$ cat src/sqd_pkg.sv
// Shared types, constants and helpers for the shortest-queue ticket dispatcher.
// Used by the channel interfaces, the register block, controller and datapath.
// Depends on nothing.
package sqd_pkg;

  // Built size of the queue set.
  localparam int QUEUE_DEPTH = 16;
  localparam int NUM_QUEUES  = 3;

  // Derived widths.
  localparam int PTR_W  = (QUEUE_DEPTH > 1) ? $clog2(QUEUE_DEPTH) : 1;
  localparam int CNT_W  = $clog2(QUEUE_DEPTH + 1);
  localparam int QIDX_W = $clog2(NUM_QUEUES);
  localparam int MEM_DEPTH = NUM_QUEUES * QUEUE_DEPTH;
  localparam int ADDR_W = (MEM_DEPTH > 1) ? $clog2(MEM_DEPTH) : 1;

  // Fixed field widths of the channels.
  localparam int TICKET_W = 32;
  localparam int LIMIT_W  = 5;
  localparam int FILL_W   = 5;
  localparam int CMP_W    = (CNT_W > LIMIT_W) ? CNT_W : LIMIT_W;

  // Configuration port.
  localparam int CFG_AW = 3;
  localparam int CFG_DW = 32;
  localparam logic CFG_REG_QUEUE_LIMIT = 1'b0;
  localparam logic [LIMIT_W-1:0] LIMIT_RESET = LIMIT_W'(16);

  // Request commands.
  localparam logic CMD_ISSUE = 1'b0;
  localparam logic CMD_SERVE = 1'b1;

  // Result status codes.
  typedef enum logic [1:0] {
    STAT_DONE  = 2'd0,
    STAT_FULL  = 2'd1,
    STAT_EMPTY = 2'd2,
    STAT_BADQ  = 2'd3
  } sqd_status_t;

  // Controller states.
  typedef enum logic [1:0] {
    ST_IDLE,
    ST_EXEC,
    ST_FIN
  } sqd_state_t;

  // Commands from controller to datapath.
  typedef struct packed {
    logic latch;
    logic exec;
    logic finish;
  } sqd_cmd_t;

  // Status from datapath to controller.
  typedef struct packed {
    logic out_free;
  } sqd_stat_t;

endpackage

$ cat src/sqd_in_if.sv
// Request channel: a command and a queue index with valid/ready handshake.
// Depends on sqd_pkg.
interface sqd_in_if;
  import sqd_pkg::*;

  logic       valid;
  logic       ready;
  logic       cmd;
  logic [1:0] queue_index;

  modport source (output valid, output cmd, output queue_index, input ready);
  modport sink (input valid, input cmd, input queue_index, output ready);
endinterface

$ cat src/sqd_out_if.sv
// Result channel: status, ticket, queue used and the three fill counts.
// Depends on sqd_pkg.
interface sqd_out_if;
  import sqd_pkg::*;

  logic                valid;
  logic                ready;
  logic [1:0]          status;
  logic [TICKET_W-1:0] ticket_number;
  logic [1:0]          queue_used;
  logic [FILL_W-1:0]   fill_first;
  logic [FILL_W-1:0]   fill_second;
  logic [FILL_W-1:0]   fill_third;

  modport source (output valid, output status, output ticket_number, output queue_used,
                  output fill_first, output fill_second, output fill_third,
                  input ready);
  modport sink (input valid, input status, input ticket_number, input queue_used,
                input fill_first, input fill_second, input fill_third,
                output ready);
endinterface

$ cat src/sqd_regs.sv
// APB-style configuration register block holding the queue limit.
// Depends on sqd_pkg.
module sqd_regs (
  input  logic                      clk,
  input  logic                      rst_n,
  input  logic                      psel,
  input  logic                      penable,
  input  logic                      pwrite,
  input  logic [sqd_pkg::CFG_AW-1:0] paddr,
  input  logic [sqd_pkg::CFG_DW-1:0] pwdata,
  output logic [sqd_pkg::CFG_DW-1:0] prdata,
  output logic                      pready,
  output logic [sqd_pkg::LIMIT_W-1:0] queue_limit
);
  import sqd_pkg::*;

  logic [LIMIT_W-1:0] limit_r;
  logic               wr_en;
  logic               hit_limit;

  // Register index is the word address.
  assign hit_limit = (paddr[2] == CFG_REG_QUEUE_LIMIT);
  assign wr_en     = psel && penable && pwrite;
  assign pready    = 1'b1;

  // The limit register keeps the low bits of the written word.
  always_ff @(posedge clk) begin
    if (!rst_n) begin
      limit_r <= LIMIT_RESET;
    end else if (wr_en && hit_limit) begin
      limit_r <= pwdata[LIMIT_W-1:0];
    end
  end

  // Read back; addresses beyond the register list read as zero.
  assign prdata      = hit_limit ? CFG_DW'(limit_r) : '0;
  assign queue_limit = limit_r;
endmodule

$ cat src/sqd_ctrl.sv
// Controller state machine: accepts a request, runs it through the datapath
// and hands the result to the output register. Depends on sqd_pkg.
module sqd_ctrl (
  input  logic               clk,
  input  logic               rst_n,
  input  logic               in_valid,
  output logic               in_ready,
  input  sqd_pkg::sqd_stat_t stat,
  output sqd_pkg::sqd_cmd_t  cmd
);
  import sqd_pkg::*;

  sqd_state_t state_r;
  sqd_state_t state_nxt;

  // Next-state logic.
  always_comb begin
    state_nxt = state_r;
    unique case (state_r)
      ST_IDLE: begin
        if (in_valid) state_nxt = ST_EXEC;
      end
      ST_EXEC: begin
        state_nxt = ST_FIN;
      end
      ST_FIN: begin
        if (stat.out_free) state_nxt = ST_IDLE;
      end
      default: begin
        state_nxt = ST_IDLE;
      end
    endcase
  end

  // Output logic.
  always_comb begin
    in_ready   = 1'b0;
    cmd.latch  = 1'b0;
    cmd.exec   = 1'b0;
    cmd.finish = 1'b0;
    unique case (state_r)
      ST_IDLE: begin
        in_ready  = 1'b1;
        cmd.latch = in_valid;
      end
      ST_EXEC: begin
        cmd.exec = 1'b1;
      end
      ST_FIN: begin
        cmd.finish = stat.out_free;
      end
      default: begin
        in_ready = 1'b0;
      end
    endcase
  end

  always_ff @(posedge clk) begin
    if (!rst_n) begin
      state_r <= ST_IDLE;
    end else begin
      state_r <= state_nxt;
    end
  end
endmodule

$ cat src/sqd_dp.sv
// Datapath: queue pointers, fill counts, ticket counter, ticket memory and
// the output register. Depends on sqd_pkg.
module sqd_dp (
  input  logic                        clk,
  input  logic                        rst_n,
  input  sqd_pkg::sqd_cmd_t           cmd,
  output sqd_pkg::sqd_stat_t          stat,
  input  logic [sqd_pkg::LIMIT_W-1:0] queue_limit,
  input  logic                        in_cmd,
  input  logic [1:0]                  in_queue_index,
  output logic                        out_valid,
  input  logic                        out_ready,
  output logic [1:0]                  out_status,
  output logic [sqd_pkg::TICKET_W-1:0] out_ticket_number,
  output logic [1:0]                  out_queue_used,
  output logic [sqd_pkg::FILL_W-1:0]  out_fill_first,
  output logic [sqd_pkg::FILL_W-1:0]  out_fill_second,
  output logic [sqd_pkg::FILL_W-1:0]  out_fill_third
);
  import sqd_pkg::*;

  // Ticket store, one region of QUEUE_DEPTH words per queue.
  logic [TICKET_W-1:0] mem [MEM_DEPTH];
  logic [TICKET_W-1:0] rd_data_r;

  logic [PTR_W-1:0]    head_r [NUM_QUEUES];
  logic [PTR_W-1:0]    tail_r [NUM_QUEUES];
  logic [CNT_W-1:0]    fill_r [NUM_QUEUES];
  logic [TICKET_W-1:0] next_ticket_r;

  // Latched request.
  logic                cmd_r;
  logic [1:0]          qi_r;

  // Result of the execute step.
  sqd_status_t         res_status_r;
  logic [TICKET_W-1:0] res_ticket_r;
  logic [1:0]          res_used_r;
  logic                from_mem_r;

  // Output register.
  logic                out_valid_r;
  sqd_status_t         out_status_r;
  logic [TICKET_W-1:0] out_ticket_r;
  logic [1:0]          out_used_r;
  logic [FILL_W-1:0]   out_fill_r [3];

  logic                found;
  logic [QIDX_W-1:0]   best;
  logic [CNT_W-1:0]    best_fill;
  logic [QIDX_W-1:0]   srv_q;
  logic                srv_ok;
  logic                srv_empty;
  logic                do_issue;
  logic                do_serve;
  logic [ADDR_W-1:0]   wr_addr;
  logic [ADDR_W-1:0]   rd_addr;

  function automatic logic [ADDR_W-1:0] mem_addr(input logic [QIDX_W-1:0] q,
                                                 input logic [PTR_W-1:0] p);
    mem_addr = ADDR_W'(int'(q) * QUEUE_DEPTH + int'(p));
  endfunction

  function automatic logic [PTR_W-1:0] bump_ptr(input logic [PTR_W-1:0] p);
    bump_ptr = (p == PTR_W'(QUEUE_DEPTH - 1)) ? '0 : p + PTR_W'(1);
  endfunction

  // Least-filled queue below the limit; the lowest index wins a tie.
  always_comb begin
    found     = 1'b0;
    best      = '0;
    best_fill = '0;
    for (int q = 0; q < NUM_QUEUES; q++) begin
      if ((CMP_W'(fill_r[q]) < CMP_W'(queue_limit)) &&
          (fill_r[q] < CNT_W'(QUEUE_DEPTH)) &&
          (!found || fill_r[q] < best_fill)) begin
        found     = 1'b1;
        best      = QIDX_W'(q);
        best_fill = fill_r[q];
      end
    end
  end

  // Serve checks on the named queue.
  assign srv_ok    = int'(qi_r) < NUM_QUEUES;
  assign srv_q     = QIDX_W'(qi_r);
  assign srv_empty = srv_ok ? (fill_r[srv_q] == '0) : 1'b1;
  assign do_issue  = cmd.exec && (cmd_r == CMD_ISSUE) && found;
  assign do_serve  = cmd.exec && (cmd_r == CMD_SERVE) && srv_ok && !srv_empty;
  assign wr_addr   = mem_addr(best, tail_r[best]);
  assign rd_addr   = mem_addr(srv_q, head_r[srv_q]);

  // Ticket memory with registered read.
  always_ff @(posedge clk) begin
    if (do_issue) mem[wr_addr] <= next_ticket_r;
    if (do_serve) rd_data_r <= mem[rd_addr];
  end

  // Request latch.
  always_ff @(posedge clk) begin
    if (cmd.latch) begin
      cmd_r <= in_cmd;
      qi_r  <= in_queue_index;
    end
  end

  // Queue state and ticket counter.
  always_ff @(posedge clk) begin
    if (!rst_n) begin
      for (int q = 0; q < NUM_QUEUES; q++) begin
        head_r[q] <= '0;
        tail_r[q] <= '0;
        fill_r[q] <= '0;
      end
      next_ticket_r <= TICKET_W'(1);
    end else begin
      if (do_issue) begin
        tail_r[best]  <= bump_ptr(tail_r[best]);
        fill_r[best]  <= fill_r[best] + CNT_W'(1);
        next_ticket_r <= (next_ticket_r == '1) ? TICKET_W'(1) : next_ticket_r + TICKET_W'(1);
      end
      if (do_serve) begin
        head_r[srv_q] <= bump_ptr(head_r[srv_q]);
        fill_r[srv_q] <= fill_r[srv_q] - CNT_W'(1);
      end
    end
  end

  // Status, ticket and queue of the executed request.
  always_ff @(posedge clk) begin
    if (cmd.exec) begin
      res_ticket_r <= '0;
      res_used_r   <= '0;
      from_mem_r   <= 1'b0;
      priority if (cmd_r == CMD_ISSUE) begin
        if (found) begin
          res_status_r <= STAT_DONE;
          res_ticket_r <= next_ticket_r;
          res_used_r   <= 2'(best);
        end else begin
          res_status_r <= STAT_FULL;
        end
      end else if (!srv_ok) begin
        res_status_r <= STAT_BADQ;
      end else if (srv_empty) begin
        res_status_r <= STAT_EMPTY;
      end else begin
        res_status_r <= STAT_DONE;
        res_used_r   <= qi_r;
        from_mem_r   <= 1'b1;
      end
    end
  end

  // Output register valid flag.
  always_ff @(posedge clk) begin
    if (!rst_n) begin
      out_valid_r <= 1'b0;
    end else if (cmd.finish) begin
      out_valid_r <= 1'b1;
    end else if (out_ready) begin
      out_valid_r <= 1'b0;
    end
  end

  // Output payload; fills are taken after the update.
  always_ff @(posedge clk) begin
    if (cmd.finish) begin
      out_status_r <= res_status_r;
      out_ticket_r <= from_mem_r ? rd_data_r : res_ticket_r;
      out_used_r   <= res_used_r;
      for (int k = 0; k < 3; k++) begin
        out_fill_r[k] <= '0;
        for (int q = 0; q < NUM_QUEUES; q++) begin
          if (q == k) out_fill_r[k] <= FILL_W'(fill_r[q]);
        end
      end
    end
  end

  assign stat.out_free     = !out_valid_r || out_ready;
  assign out_valid         = out_valid_r;
  assign out_status        = out_status_r;
  assign out_ticket_number = out_ticket_r;
  assign out_queue_used    = out_used_r;
  assign out_fill_first    = out_fill_r[0];
  assign out_fill_second   = out_fill_r[1];
  assign out_fill_third    = out_fill_r[2];
endmodule

$ cat src/shortest_queue_ticket_dispatcher.sv
// Shortest-queue ticket dispatcher, top level.
// Each request is accepted, then executed (ticket memory write or read), then
// loaded into the output register; a stalled output holds the last step. Only
// one request is handled at a time; the next is accepted after the load.
// Reset: synchronous, active low; clears queues, ticket counter to 1, limit to 16.
module shortest_queue_ticket_dispatcher (
  input  logic                        clk,
  input  logic                        rst_n,
  sqd_in_if.sink                      in_ch,
  sqd_out_if.source                   out_ch,
  input  logic                        psel,
  input  logic                        penable,
  input  logic                        pwrite,
  input  logic [sqd_pkg::CFG_AW-1:0]  paddr,
  input  logic [sqd_pkg::CFG_DW-1:0]  pwdata,
  output logic [sqd_pkg::CFG_DW-1:0]  prdata,
  output logic                        pready
);
  import sqd_pkg::*;

  logic [LIMIT_W-1:0] queue_limit;
  sqd_cmd_t           cmd;
  sqd_stat_t          stat;

  // Configuration registers.
  sqd_regs u_regs (
    .clk         (clk),
    .rst_n       (rst_n),
    .psel        (psel),
    .penable     (penable),
    .pwrite      (pwrite),
    .paddr       (paddr),
    .pwdata      (pwdata),
    .prdata      (prdata),
    .pready      (pready),
    .queue_limit (queue_limit)
  );

  // Sequencing of each request.
  sqd_ctrl u_ctrl (
    .clk      (clk),
    .rst_n    (rst_n),
    .in_valid (in_ch.valid),
    .in_ready (in_ch.ready),
    .stat     (stat),
    .cmd      (cmd)
  );

  // Queue storage and result generation.
  sqd_dp u_dp (
    .clk               (clk),
    .rst_n             (rst_n),
    .cmd               (cmd),
    .stat              (stat),
    .queue_limit       (queue_limit),
    .in_cmd            (in_ch.cmd),
    .in_queue_index    (in_ch.queue_index),
    .out_valid         (out_ch.valid),
    .out_ready         (out_ch.ready),
    .out_status        (out_ch.status),
    .out_ticket_number (out_ch.ticket_number),
    .out_queue_used    (out_ch.queue_used),
    .out_fill_first    (out_ch.fill_first),
    .out_fill_second   (out_ch.fill_second),
    .out_fill_third    (out_ch.fill_third)
  );

`ifndef SYNTHESIS
  // Only one request is in flight: after an accept the block is busy.
  a_one_in_flight: assert property (@(posedge clk) disable iff (!rst_n)
    (in_ch.valid && in_ch.ready) |=> !in_ch.ready)
    else $error("request accepted while another is in flight");

  // A result that is not done carries no ticket and no queue.
  a_not_done_zero: assert property (@(posedge clk) disable iff (!rst_n)
    (out_ch.valid && (out_ch.status != STAT_DONE)) |->
      ((out_ch.ticket_number == '0) && (out_ch.queue_used == '0)))
    else $error("failed request reports a ticket");

  // An issued or served ticket is never zero.
  a_done_ticket: assert property (@(posedge clk) disable iff (!rst_n)
    (out_ch.valid && (out_ch.status == STAT_DONE)) |-> (out_ch.ticket_number != '0))
    else $error("ticket zero reported as done");
`endif
endmodule
$ cat src/flat_wrapper.sv
// flat-port wrapper written by rule: the top's interface ports become plain ports
module shortest_queue_ticket_dispatcher_flat import sqd_pkg::*;
  (clk, rst_n, psel, penable, pwrite, paddr, pwdata, prdata, pready, in_ch_valid, in_ch_cmd, in_ch_queue_index, in_ch_ready, out_ch_valid, out_ch_status, out_ch_ticket_number, out_ch_queue_used, out_ch_fill_first, out_ch_fill_second, out_ch_fill_third, out_ch_ready);
  sqd_in_if in_ch_i ();
  sqd_out_if out_ch_i ();
  input  logic clk;
  input  logic rst_n;
  input  logic psel;
  input  logic penable;
  input  logic pwrite;
  input  logic [sqd_pkg::CFG_AW-1:0] paddr;
  input  logic [sqd_pkg::CFG_DW-1:0] pwdata;
  output logic [sqd_pkg::CFG_DW-1:0] prdata;
  output logic pready;
  input wire logic [$bits(in_ch_i.valid)-1:0] in_ch_valid;
  input wire logic [$bits(in_ch_i.cmd)-1:0] in_ch_cmd;
  input wire logic [$bits(in_ch_i.queue_index)-1:0] in_ch_queue_index;
  output wire logic [$bits(in_ch_i.ready)-1:0] in_ch_ready;
  output wire logic [$bits(out_ch_i.valid)-1:0] out_ch_valid;
  output wire logic [$bits(out_ch_i.status)-1:0] out_ch_status;
  output wire logic [$bits(out_ch_i.ticket_number)-1:0] out_ch_ticket_number;
  output wire logic [$bits(out_ch_i.queue_used)-1:0] out_ch_queue_used;
  output wire logic [$bits(out_ch_i.fill_first)-1:0] out_ch_fill_first;
  output wire logic [$bits(out_ch_i.fill_second)-1:0] out_ch_fill_second;
  output wire logic [$bits(out_ch_i.fill_third)-1:0] out_ch_fill_third;
  input wire logic [$bits(out_ch_i.ready)-1:0] out_ch_ready;
  assign in_ch_i.valid = in_ch_valid;
  assign in_ch_i.cmd = in_ch_cmd;
  assign in_ch_i.queue_index = in_ch_queue_index;
  assign in_ch_ready = in_ch_i.ready;
  assign out_ch_valid = out_ch_i.valid;
  assign out_ch_status = out_ch_i.status;
  assign out_ch_ticket_number = out_ch_i.ticket_number;
  assign out_ch_queue_used = out_ch_i.queue_used;
  assign out_ch_fill_first = out_ch_i.fill_first;
  assign out_ch_fill_second = out_ch_i.fill_second;
  assign out_ch_fill_third = out_ch_i.fill_third;
  assign out_ch_i.ready = out_ch_ready;
  shortest_queue_ticket_dispatcher u_core (.clk(clk), .rst_n(rst_n), .in_ch(in_ch_i), .out_ch(out_ch_i), .psel(psel), .penable(penable), .pwrite(pwrite), .paddr(paddr), .pwdata(pwdata), .prdata(prdata), .pready(pready));
endmodule
$ cat config.mk
export PLATFORM = sky130hd
export DESIGN_NAME = shortest_queue_ticket_dispatcher_flat
export DESIGN_NICKNAME = d
export VERILOG_FILES = /design/src/sqd_pkg.sv /design/src/sqd_in_if.sv /design/src/sqd_out_if.sv /design/src/sqd_regs.sv /design/src/sqd_ctrl.sv /design/src/sqd_dp.sv /design/src/shortest_queue_ticket_dispatcher.sv /design/src/flat_wrapper.sv
export SDC_FILE = /design/constraint.sdc
export NUM_CORES = 2
export LEC_CHECK = 0
export BUFFER_PORTS_ARGS = -buffer_cell sky130_fd_sc_hd__buf_2
export CAP_MARGIN = 20
export CORE_ASPECT_RATIO = 1.2
export CORE_MARGIN = 1
export CORE_UTILIZATION = 35
export DETAILED_ROUTE_END_ITERATION = 6
export HOLD_SLACK_MARGIN = 0.1
export PLACE_DENSITY = 0.5
export SLEW_MARGIN = 10
export SYNTH_ARGS = -nofsm -noshare
export SYNTH_HDL_FRONTEND = slang
export SYNTH_HIERARCHICAL = 1
export SYNTH_SLANG_ARGS = --single-unit
export TNS_END_PERCENT = 10
$ cat constraint.sdc
create_clock -name clk -period 13.4 [get_ports clk]
set_input_delay 0.67 -clock clk [delete_from_list [all_inputs] [get_ports clk]]
set_output_delay 0.67 -clock clk [all_outputs]
set_load 0.02 [all_outputs]
# [Word-level counts from Yosys, hierarchy flattened]
# Memory sizes are Yosys's and may differ from the RTL's. A register that Yosys moved wholly into a read port is not among the register bits.
# Cells that the tools add are included.
[op_classes] n_addsub=7 multipliers=0 div=0 order_cmp=9 n_eq_ne=7 n_shift=0 n_mux=58 n_bitwise=6 reduce_logical=30
[ops] cell="two-way mux 32 bit" n=2
[ops] cell="two-way mux 5 bit" n=8
[ops] cell="adder 32 x 1 -> 32 bit, second input constant" n=1
[ops] cell="equality test 32 bit, second input constant" n=1
[ops] cell="two-way mux 2 bit" n=16
[ops] cell="two-way mux 1 bit" n=27
[ops] cell="< comparator 5 bit" n=5
[ops] cell="two-way mux 4 bit" n=4
[ops] cell="< comparator 5 bit, second input constant" n=3
[ops] cell="logical AND 1 bit" n=13
[ops] cell="adder 6 x 4 -> 6 bit" n=2
[ops] cell="OR reduction 5 bit" n=2
[ops] cell="adder 4 x 1 -> 4 bit, second input constant" n=2
[ops] cell="equality test 4 bit, second input constant" n=2
[ops] cell="OR reduction 4 bit" n=2
[ops] cell="case mux 2 bit (3 select lines)" n=1
[ops] cell="adder 5 x 1 -> 5 bit, second input constant" n=1
[ops] cell="logical NOT 5 bit" n=1
[ops] cell="subtractor 5 x 1 -> 5 bit, second input constant" n=1
[ops] cell="logical NOT 1 bit" n=4
[ops] cell="inequality test 2 bit, second input constant" n=2
[ops] cell="AND reduction 2 bit" n=2
[ops] cell="logical OR 1 bit" n=3
[ops] cell="NOT 1 bit" n=3
[ops] cell="other kinds (7)" n=9
[word_totals] register_bits=116 latch_bits=0 ram_bits=1590 rom_bits=0 out_inout_bits=86 elab_cells=135 mem_count=5
[memory_table] name="u_core.u_dp.mem" words=48 width=32 read_ports=1 rd_ports_with_merged_regs=1 write_ports=1 line="sqd_dp.sv:23" text="logic [TICKET_W-1:0] mem [MEM_DEPTH];"
[memory_table] name="u_core.u_dp.fill_r" words=3 width=5 read_ports=5 rd_ports_with_merged_regs=1 write_ports=3 line="sqd_dp.sv:28" text="logic [CNT_W-1:0] fill_r [NUM_QUEUES];"
[memory_table] name="u_core.u_dp.out_fill_r" words=3 width=5 read_ports=3 rd_ports_with_merged_regs=0 write_ports=3 line="sqd_dp.sv:46" text="logic [FILL_W-1:0] out_fill_r [3];"
[memory_table] name="u_core.u_dp.head_r" words=3 width=4 read_ports=1 rd_ports_with_merged_regs=1 write_ports=3 line="sqd_dp.sv:26" text="logic [PTR_W-1:0] head_r [NUM_QUEUES];"
[memory_table] name="u_core.u_dp.tail_r" words=3 width=4 read_ports=1 rd_ports_with_merged_regs=0 write_ports=3 line="sqd_dp.sv:27" text="logic [PTR_W-1:0] tail_r [NUM_QUEUES];"

# [Depth between registers and ports, before layout]
# An unclocked memory read counts as a cell.
[logic_depth] word_depth=19 ltp_mapped=28 depth_no_buf=25

# [Modules after synthesis]
# The synthesis kept the hierarchy.
[modules_own_cells] module="sqd_dp" instances=1 cells_each=3137 area_each_um2=67704.9 seq_area_each_um2=51959.8
[modules_own_cells] module="sqd_regs" instances=1 cells_each=58 area_each_um2=479.2 seq_area_each_um2=100.1
[modules_own_cells] module="sqd_ctrl" instances=1 cells_each=10 area_each_um2=102.6 seq_area_each_um2=40.0

# [Worst setup path after synthesis]
# No wires, ideal clock.
[synth_timing] path_kind="reg2reg" startpoint="memory u_core/u_dp/fill_r[0][4] (netlist bit)" endpoint="memory u_core.u_dp.mem[12][0] (enable)" t_arrival_ns=8.102 required_ns=12.898 slack_ns=4.796 stages_incl_launch_ff=22 path_buffers=3 synth_period_minus_slack_ns=8.604 path_cell_list="edfxtp_1 > ha_1 > a211o_1 > a31oi_1 > nand2_1 > ha_1 > nand4_1 > o221a_1 > a311oi_4 > nor2_1 > clkbuf_1 > a22oi_1 > ha_1 > a21oi_1 > o21ai_0 > o211ai_1 > o221ai_2 > a211o_1 > buf_6 > mux2_4 > buf_6 > nor4_1"
[synth_lines] element="start, declared" line="sqd_dp.sv:28"
[synth_lines] element="end, declared" line="sqd_dp.sv:23"

==> key figures <==
Worst setup path
  – CP arrival: 9370 ps
  – Critical path class: flop to flop
  – R2R cell count: 20
  – Worst Setup SP: u_core/u_dp/fill_r[0][4]$_SDFFCE_PN0P_
  – Critical path endpoint: u_core/u_dp/mem[1][29]$_DFFE_PP_
  – CP Capture Type: flop
  – Crit-path max FO: 20
  – RR Startpoint: u_core/u_dp/fill_r[0][4]$_SDFFCE_PN0P_
  – Reg-to-reg slack, setup: 4500 ps
  – Reg-to-reg endpoint: u_core/u_dp/mem[1][29]$_DFFE_PP_
  – CP required: 13880 ps
  – Startpoint types: flop

Synth
  – EDFF count, synth: 1707
  – FFs w/ async S/R, synth: 0%
  – Cell Area, Synth: 68300 sq um
  – Synthesized area per cell: 21.3 sq um
  – Synth Register Bits: 1749
  – Post-Syn Instances: 3205
  – Synth unique cells: 72
  – Register area share after synthesis: 76.3%
  – Ys flop type: edfxtp_1
  – Synth warn: 6

Finish
  – Fillcell total: 17100
  – Most frequent cells in the layout: 1707 x edfxtp_1, 421 x mux4_2, 177 x clkbuf_16
  – Area growth, synth to finish: 14.3%
  – Commonest non-fill, non-tap cell in the layout: edfxtp_1
  – Nets: 3482
  – Post-layout util: 40.3%
  – Proportion of layout cells with a drive suffix above 1: 27.7%

Die
  – Die H: 486 microns
  – Row cnt: 177
  – Core Area: 194000 sq um
  – DIE AREA: 197000 sq um
  – Die W: 405 microns
  – Ports: 131
  – Starting Density: 35.2%

Pwr
  – VDD IR-drop max: 0.112 mV
  – Cell Pwr Density: 154 nW/um^2
  – Static Leak: 24.0 nW

GRT
  – Total GRT Usage: 17.0%
  – Vias in the first global route: 33000
  – Grt total ovfl: 0
  – Largest net degree at the start of global routing: 112
  – Wire length of the first global-routing pass: 239000 microns
  – Initial antenna violation count: 3

CTS
  – Postcts setup bufs: 0
  – Root buffer cell: clkbuf_16
  – Clock latency on the worst-skew pair: 820 ps
  – H-Tree Depth: 4
  – CTS tree: done
  – Worst-path clk slew: 70 ps
  – CTS buffer count: 174
  – Post-cts sizing count: 0
  – Hold buffer count at CTS: 8
  – Clock Path Buffers: 3
  – Clock sink total: 1749

Timing
  – Hold WS: 212 ps
  – TNS Setup: 0 ps
  – Final setup vio count: 0
  – Final hold viol count: 0
  – F_max: 0.112 GHz
  – Fin crit share: 66.4%
  – Final Max Slew Viols: 0
  – Worst-margin pin slew: 1100 ps
  – Final min period: 8900 ps
  – Slew headroom: 25.9%
  – Clock Skew: 39.4 ps
  – RSZ-0062 raised after global routing: no

Detailed routing
  – Via count: 31800
  – Starting DRT DRC Count: 2582
  – Antenna Nets Post-Route: 0
  – Vias per cell: 5.17
  – DR WL/cell: 27.0 microns
  – DRC viols: 0
  – First-pass DRT Iterations: 5
  – WL final: 166000 microns

Job
  – Total of max-cap violations: 0

Place
  – Gpl congestion: 0.791
  – Final HPWL DP: 91200 microns
  – Port buffer count: 73

Worst hold path
  – Hold Path Class: input pin to flop
  – Hold Crit Depth: 3

Run status
  – Status: complete, no violations
## state kept, by name, summed over array words and instances (netlist names), named ones only
register and count:
u_core/u_ctrl/state_r 2, u_core/u_dp/cmd_r 1, u_core/u_dp/fill_r 20, u_core/u_dp/from_mem_r 1
u_core/u_dp/head_r 16, u_core/u_dp/mem 1536, u_core/u_dp/next_ticket_r 32, u_core/u_dp/out_fill_r 15
u_core/u_dp/out_queue_used 2, u_core/u_dp/out_status 2, u_core/u_dp/out_ticket_number 32, u_core/u_dp/out_valid 1
u_core/u_dp/qi_r 2, u_core/u_dp/rd_data_r 32, u_core/u_dp/res_status_r 2, u_core/u_dp/res_ticket_r 32
u_core/u_dp/res_used_r 2, u_core/u_dp/tail_r 12, u_core/u_regs/queue_limit 5
## worst max-delay path: stages, from the launching register on
cell and delay [ps]:
edfxtp_1 510, ha_1 430, a211o_1 380, a31oi_1 620, nand2_1 130, ha_1 320
a21oi_1 160, o221a_1 310, a311oi_4 90, nor2_1 850, a22oi_1 150, ha_1 370
a21oi_1 70, o21ai_0 390, inv_1 130, o221ai_2 280, a211o_1 740, mux2i_4 680
nand3b_1 760, nor2_4 730, buf_4 400
## synth_stat cells, types with 5 or more instances
library cell  instances  area [sq um]
inv_1                15          56.3
edfxtp_1           1707         51300
nand4_1              14          87.6
a211oi_1             10          75.1
nand3b_1              5          37.5
buf_4                29           218
dfxtp_1              42           841
nand2b_1              9          56.3
nand3_1              18          90.1
nor4_1               15          93.8
and3_1               16           100
o21ai_0              75           375
mux2_2               38           428
a31oi_1               6          37.5
clkbuf_1             78           293
a21oi_1              21           105
mux2i_1             108          1080
a22oi_1              68           510
xnor2_1              18           158
and2_1               37           231
nor2_1               97           364
nor3_1               20           100
buf_6                 8          90.1
buf_2                44           220
xor2_1               18           158
ha_1                 26           325
nor2b_1               6          37.5
buf_1                37           139
nand2_1              94           353
and2b_2               5          43.8
mux4_2              425          9570
o21ai_1              35           175
## through the flow
step	setup slack (ps)	total power, mW	cell area [sq um]	cells
3_5_place_dp	4540	7.38	72300	5816
6_report	4500	12.0	78100	6157
5_1_grt	3840	12.4	78100	6156
3_3_place_gp	4550	7.38	72300	5815
4_1_cts	4480	12.2	77900	6149
2_1_floorplan	4800	6.96	68400	3240
## report_power, final
| group | total (mW) | internal [mW] | switching, mW |
|---|---|---|---|
| Sequential | 6.00 | 5.98 | 0.0229 |
| Combinational | 1.23 | 0.512 | 0.720 |
| Clock | 4.77 | 2.69 | 2.08 |
## cells by family after synthesis
family,share of synthesized area (%)
AO/OA/AOI/OAI,2.35
XOR/XNOR,0.462
adder cells (fa/ha/maj),0.476
buffers and inverters,1.49
flip-flops,76.3
multiplexers,16.3
other,0.0220
AND/OR/NAND/NOR,2.56
## layer usage
metal / wire length (microns) / track usage, %
met1: 70900 / 22.2
met4: 4090 / 5.01
met2: 85300 / 29.2
met3: 6160 / 2.37
met5: 0 / 0
## how the worst min path moves through the flow
stage	from	end	slack, ps
floorplan	u_core/u_dp/res_used_r[0]$_DFFE_PP_	u_core/u_dp/out_queue_used[0]$_DFFE_PP_	400
global placement	u_core/u_dp/res_status_r[0]$_DFFE_PP_	u_core/u_dp/out_status[0]$_DFFE_PP_	410
detailed placement	u_core/u_dp/res_used_r[0]$_DFFE_PP_	u_core/u_dp/out_queue_used[0]$_DFFE_PP_	410
CTS	out_ch_ready	u_core/u_dp/out_valid$_SDFFE_PN0P_	120
global route	out_ch_ready	u_core/u_dp/out_valid$_SDFFE_PN0P_	190
finish	out_ch_ready	u_core/u_dp/out_valid$_SDFFE_PN0P_	210
## area by class of cell
class                           count  area, sq um  share of cell area [%]
Antenna cell                        2         5.00                 0.00641
Clock buffer                      219         4590                    5.88
Clock inverter                    106          943                    1.21
Inverter                           15         56.3                  0.0721
Multi-Input combinational cell   1280        15700                    20.1
Sequential cell                  1749        52100                    66.8
Tap cell                         2595         3250                    4.16
Timing Repair Buffer              191         1400                    1.79
Note: power is estimated with default switching activity, not from simulation.
